--- src/msort_pkg.sv ---
package msort_pkg;

	localparam int CAPACITY = 64;
	localparam int DATA_W   = 32;
	localparam int CNT_W    = $clog2(CAPACITY + 1);

	// Control broadcast from the top level to every cell of the chain.
	typedef struct packed {
		logic                     ins;
		logic                     shift;
		logic signed [DATA_W-1:0] x;
	} cell_ctrl_t;

endpackage

--- src/msort_cell.sv ---
module msort_cell
	import msort_pkg::*;
(
	input  logic                     clk,
	input  logic                     arst_n,
	input  cell_ctrl_t               ctrl,
	input  logic signed [DATA_W-1:0] prev_value,
	input  logic                     prev_valid,
	input  logic                     prev_ge,
	input  logic signed [DATA_W-1:0] next_value,
	input  logic                     next_valid,
	output logic signed [DATA_W-1:0] value,
	output logic                     valid,
	output logic                     ge
);

	logic signed [DATA_W-1:0] value_q;
	logic                     valid_q;

	// An empty cell acts as plus infinity, so the new element lands before it.
	assign ge    = !valid_q || (ctrl.x < value_q);
	assign value = value_q;
	assign valid = valid_q;

	always_ff @(posedge clk or negedge arst_n) begin
		if (!arst_n) begin
			valid_q <= 1'b0;
		end else if (ctrl.shift) begin
			valid_q <= next_valid;
		end else if (ctrl.ins && ge) begin
			valid_q <= prev_ge ? prev_valid : 1'b1;
		end
	end

	always_ff @(posedge clk) begin
		if (ctrl.shift) begin
			value_q <= next_value;
		end else if (ctrl.ins && ge) begin
			// The first cell whose content is larger takes the new element;
			// every cell behind it takes its neighbor's content.
			value_q <= prev_ge ? prev_value : ctrl.x;
		end
	end

endmodule

--- config.mk ---
export PLATFORM = sky130hd
export DESIGN_NAME = msort_cell
export DESIGN_NICKNAME = d
export VERILOG_FILES = /design/src/msort_pkg.sv /design/src/msort_cell.sv
export SDC_FILE = /design/constraint.sdc
export NUM_CORES = 1
export LEC_CHECK = 0
export ABC_AREA = 0
export BUFFER_PORTS_ARGS = -buffer_cell sky130_fd_sc_hd__buf_2
export CAP_MARGIN = 20
export CELL_PAD_IN_SITES_DETAIL_PLACEMENT = 1
export CELL_PAD_IN_SITES_GLOBAL_PLACEMENT = 2
export CORE_ASPECT_RATIO = 1.75
export CORE_UTILIZATION = 22
export DETAILED_ROUTE_END_ITERATION = 8
export MAX_ROUTING_LAYER = met4
export PLACE_DENSITY_LB_ADDON = 0.1
export SLEW_MARGIN = 20
export SYNTH_ARGS = -nofsm -noshare
export SYNTH_HDL_FRONTEND = slang
export SYNTH_SLANG_ARGS = --single-unit
--- constraint.sdc ---
create_clock -name clk -period 3.95 [get_ports clk]
set_input_delay 0.5925 -clock clk [delete_from_list [all_inputs] [get_ports clk]]
set_output_delay 0.5925 -clock clk [all_outputs]
set_load 0.01 [all_outputs]
# Word-level counts from Yosys, hierarchy flattened
# Cells that the tools add are included.
# totals
mem_bits_rw,0
latchBits,0
romBits,0
n_memories,0
input_bits,103
regBits,33
output_inout_bits,34
word_cells,13
# classes
n_bitwise,0
mux,6
add_sub_neg,0
n_shift,0
n_lt_le_gt_ge,1
n_reduce_logical,4
div_mod_pow,0
mul,0
eq_ne,0
# op_table
op,count
2-to-1 mux 32 bit,3
< comparator 32 bit,1
2-to-1 mux 1 bit,3
nonzero test 2 bit,1
logical AND 1 bit,1
logical NOT 1 bit,1
logical OR 1 bit,1

# Longest topological paths before layout
# logic_depth
depth_word,5
ltp_mapped,8
ltp_nobuf,8

# Worst setup path before layout
# No wires, ideal clock.
# synth_path
path_kind,input to register
from,input port ctrl[2] (netlist bit)
to,"register value_q[0], in the netlist value[0] (enable)"
arrival_ns,3.932
path_stages,7
setup_time_ns,0.461
path_buffers,0
required_ns,3.489
setup_slack_ns,-0.443
cell_sequence,ha_1 > a211o_1 > a31oi_1 > o311a_1 > o41ai_2 > and3_1 > nor3_1
# synth_via
elab_chain_len,4
# synth_lines
item,line,text
start: declaration,msort_cell.sv:6,"input cell_ctrl_t ctrl,"
< comparator 32 bit,msort_cell.sv:21,assign ge = !valid_q || (ctrl.x < value_q);
logical OR 1 bit,msort_cell.sv:21,
logical AND 1 bit,msort_cell.sv:38,end else if (ctrl.ins && ge) begin
nonzero test 2 bit (no line),-,
end signal: assignment,msort_cell.sv:37,value_q <= next_value;
end signal: assignment,msort_cell.sv:41,value_q <= prev_ge ? prev_value : ctrl.x;
end: declaration,msort_cell.sv:17,logic signed [DATA_W-1:0] value_q;
# No other way between the ends.
# A chain may end at the register's enable or synchronous reset.

# Worst setup path after layout
# layout_path
from,input port ctrl[7] (netlist bit)
to,output port ge
# layout_via
elab_chain_len,2
# layout_lines
item,line,text
< comparator 32 bit,msort_cell.sv:21,
logical OR 1 bit,msort_cell.sv:21,
end: declaration,msort_cell.sv:14,output logic ge
# No other way between the ends.

==> summary.md <==
| Metric | Value |
|---|---|
| Share of cells above drive strength 1 | 37.59% |
| Met3 WL | 413 microns |
| Crit-path cells | buf_2, ha_1, nand4_1, o311a_1, o41ai_2, a21oi_1, mux2_1, buf_2 |
| Antenna-violating nets left | 0 |
| First-pass DRT Iterations | 3 |
| Area delta synth->final | 39.71% |
| Largest net degree at the start of global routing | 50 |
| Routed wire per std cell | 15.22 microns |
| Initial Util | 22.50% |
| Crit path launch type | input port |
| Relative slew slack | 57.61% |
| Clock latency on the worst-skew pair | 0.28 ns |
| Vias per cell | 4.508 |
| Max frequency | 326.5 MHz |
| PwrDens | 375.0 nW/um^2 |
| Die width | 82.56 microns |
| # DRC | 0 |
| Hold slack final | 0.07429 ns |
| Final period util | 77.55% |
| Outcome | finished clean |
| Pins over their slew limit | 0 |
| Core Region | 11,100 sq um |
| Max cap viols | 0 |
| Minimum clock period | 3.063 ns |
| Post-synth design cell area | 2499 sq um |
| Most frequent cell after synthesis | nand2_1 |
| Grt total ovfl | 0 |
| CP dominant cell by count | buf_2 |
| Number of flops mapped to enable cells by yosys | 32 |
| Async set-reset flop share out of synthesis | 3.030% |
| Worst setup EP type | primary output |
| Avg Cell Area, Syn | 9.501 sq um |
| Diode count | 0 |
| Met2 wire len | 4682 microns |
| Clock tree sinks | 33 |
| Skew final | 0.005033 ns |
| Clock Root Buffer | clkbuf_16 |
| Util after Layout | 31.44% |
| All-Layer GR Usage | 14.85% |
| CP Max Fanout | 3 |
| CP max stage delay | 0.39 ns |
| Slowest cell on crit path | o311a_1 |
| Hold Crit Class | input port to asynchronous set/reset pin |
| CP required | 3.36 ns |
| Hold_buf cts | 0 |
| Met1 WL | 2849 microns |
| Most common library cells after synthesis | nand2_1 (42), o21ai_0 (35), edfxtp_1 (32), inv_1 (32), mux2i_1 (32) |
| Setup WS post-layout | 0.8868 ns |
| Vias in the first global route | 2,527 |
| Arrival time at the worst endpoint | 2.47 ns |
| RSZ-0062 raised after global routing | no |
| DIE AREA | 11,800 sq um |
| CTS-repair resized insts | 0 |
| Mapped Cells | 263 |
| Netlist cell types | 33 |
| Drt first-iter violations | 47 |
| Worst-path clk slew | 0.06 ns |
| Die height | 143.0 microns |
| Maximum vdd drop | 0.1697 mV |
| Worst Max-Slew Pin Slew | 0.6270 ns |
| Routed WL | 8080 microns |
| First-pass GRT wire length | 12,340 microns |
| Sum Neg Setup Slack | 0 ns |
| CTS buffer count | 5 |
| Longest Clk Path Bufs | 2 |
| Setup bufs post-CTS | 0 |
| Number of hold violations in the final report | 0 |
| # nets final | 532 |
| Sequential area share after synthesis | 39.46% |
| Pre-CTS setup slack | 0.8016 ns |
| Total number of yosys warnings | 0 |
| Pleak | 1.794 nW |
| RePlAce Congestion | 0.7138 |
| Post-synth net total | 397 |
| Buffers on Ports | 136 |
| #FFs+latches synth | 33 |
| CTS tree | yes |
| Area contributors post-synth | edfxtp_1 (38%), ha_1 (16%), mux2i_1 (13%), o21ai_0 (7.0%), nand2_1 (6.3%) |
| Synth Flop Type | edfxtp_1 |
| Final HPWL DP | 6642 microns |
| Top Metal Used | met4 |
| DR vias | 2,394 |
| CP Class | input port to primary output |
| # H-tree levels | 2 |
| Synth area leader | edfxtp_1 |
| Initial antenna violation count | 0 |
| I/O pins | 137 |
| Row count | 51 |
| Final Setup Violations | 0 |
| Synth top area share | 38.46% |
critical path: cells and delay by family:
kind                     cells  cell delay [ns]
adder cells (fa/ha/maj)      1             0.30
AO/OA/AOI/OAI                3             0.86
multiplexers                 1             0.35
AND/OR/NAND/NOR              1             0.11
buffers and inverters        2             0.26
report_power, final:
part	total (mW)	switching [mW]	leakage, nW	internal [mW]
Clock	0.418	0.151	0.0799	0.267
Sequential	0.483	0.0270	0.337	0.456
Combinational	0.408	0.231	1.38	0.176
Total	1.31	0.409	1.79	0.900
stage by stage:
step                cell area, sq um  std cells  power, mW
floorplan                       2504        263     0.7210
global placement                3333        523     0.9081
detailed placement              3333        523     0.9153
CTS                             3491        531      1.342
global route                    3491        531      1.405
finish                          3491        531      1.309
cell usage in the layout, fill, tap and decap left out:
| cell | n |
|---|---|
| a211o_1 | 1 |
| a211oi_1 | 1 |
| a21o_1 | 1 |
| a21oi_1 | 13 |
| a221o_1 | 1 |
| a221oi_2 | 1 |
| a31oi_1 | 1 |
| and3_1 | 1 |
| and3b_1 | 1 |
| buf_2 | 136 |
| buf_4 | 3 |
| clkbuf_16 | 5 |
| clkbuf_8 | 2 |
| clkinv_2 | 1 |
| dfrtp_1 | 1 |
| edfxtp_1 | 32 |
| ha_1 | 31 |
| inv_1 | 32 |
| mux2_1 | 1 |
| mux2i_1 | 32 |
| nand2_1 | 42 |
| nand2b_1 | 2 |
| nand3_1 | 2 |
| nand4_1 | 6 |
| nor2_1 | 4 |
| nor3_1 | 1 |
| nor3_4 | 1 |
| nor4_1 | 1 |
| nor4b_1 | 1 |
| o211ai_1 | 1 |
| o21ai_0 | 35 |
| o21ai_1 | 1 |
| o22ai_1 | 1 |
| o2bb2ai_1 | 1 |
| o311a_1 | 1 |
| o41ai_2 | 1 |
| or3_1 | 1 |
logic make-up (layout without fill, tap and decap cells):
group / count (synthesis) / after routing / share of synthesized area, %
AND/OR/NAND/NOR: 63 / 63 / 11.17
buffers and inverters: 43 / 179 / 6.610
adder cells (fa/ha/maj): 31 / 31 / 15.52
flip-flops: 33 / 33 / 39.46
AO/OA/AOI/OAI: 60 / 60 / 13.97
multiplexers: 33 / 33 / 13.27
routing by layer:
layer / track usage [%] / up-vias
met1: 13.69 / 1097
met4: 4.991 / 0
met5: - / -
met2: 29.10 / 79
met3: 2.748 / 8
li1: - / 1210
layout make-up:
class	instances	area, sq um
clock buffers	7	152.6
clock inverters	1	5.005
fillers	1393	7612
inverters	32	120.1
multi-input cells	187	1359
flip-flops and latches	33	985.9
well taps	132	165.2
repair buffers	139	703.2
final timing paths:
check | start | slack, ns | end | cells after the start
min | arst_n | 0.07 | valid$_DFFE_PN0P_ | 1
max in group asynchronous | arst_n | 3.79 | valid$_DFFE_PN0P_ | 1
max | ctrl[7] | 0.89 | ge | 8
max reg2reg | value[31]$_DFFE_PP_ | 1.15 | value[24]$_DFFE_PP_ | 9
min reg2reg | valid$_DFFE_PN0P_ | 0.85 | valid$_DFFE_PN0P_ | 4
min in group clk | next_value[29] | 0.59 | value[29]$_DFFE_PP_ | 3
state kept, by name, indices dropped and copies added, names as in the netlist:
signal and cells:
valid 1, value 32
(Power assumes the default switching activity.)
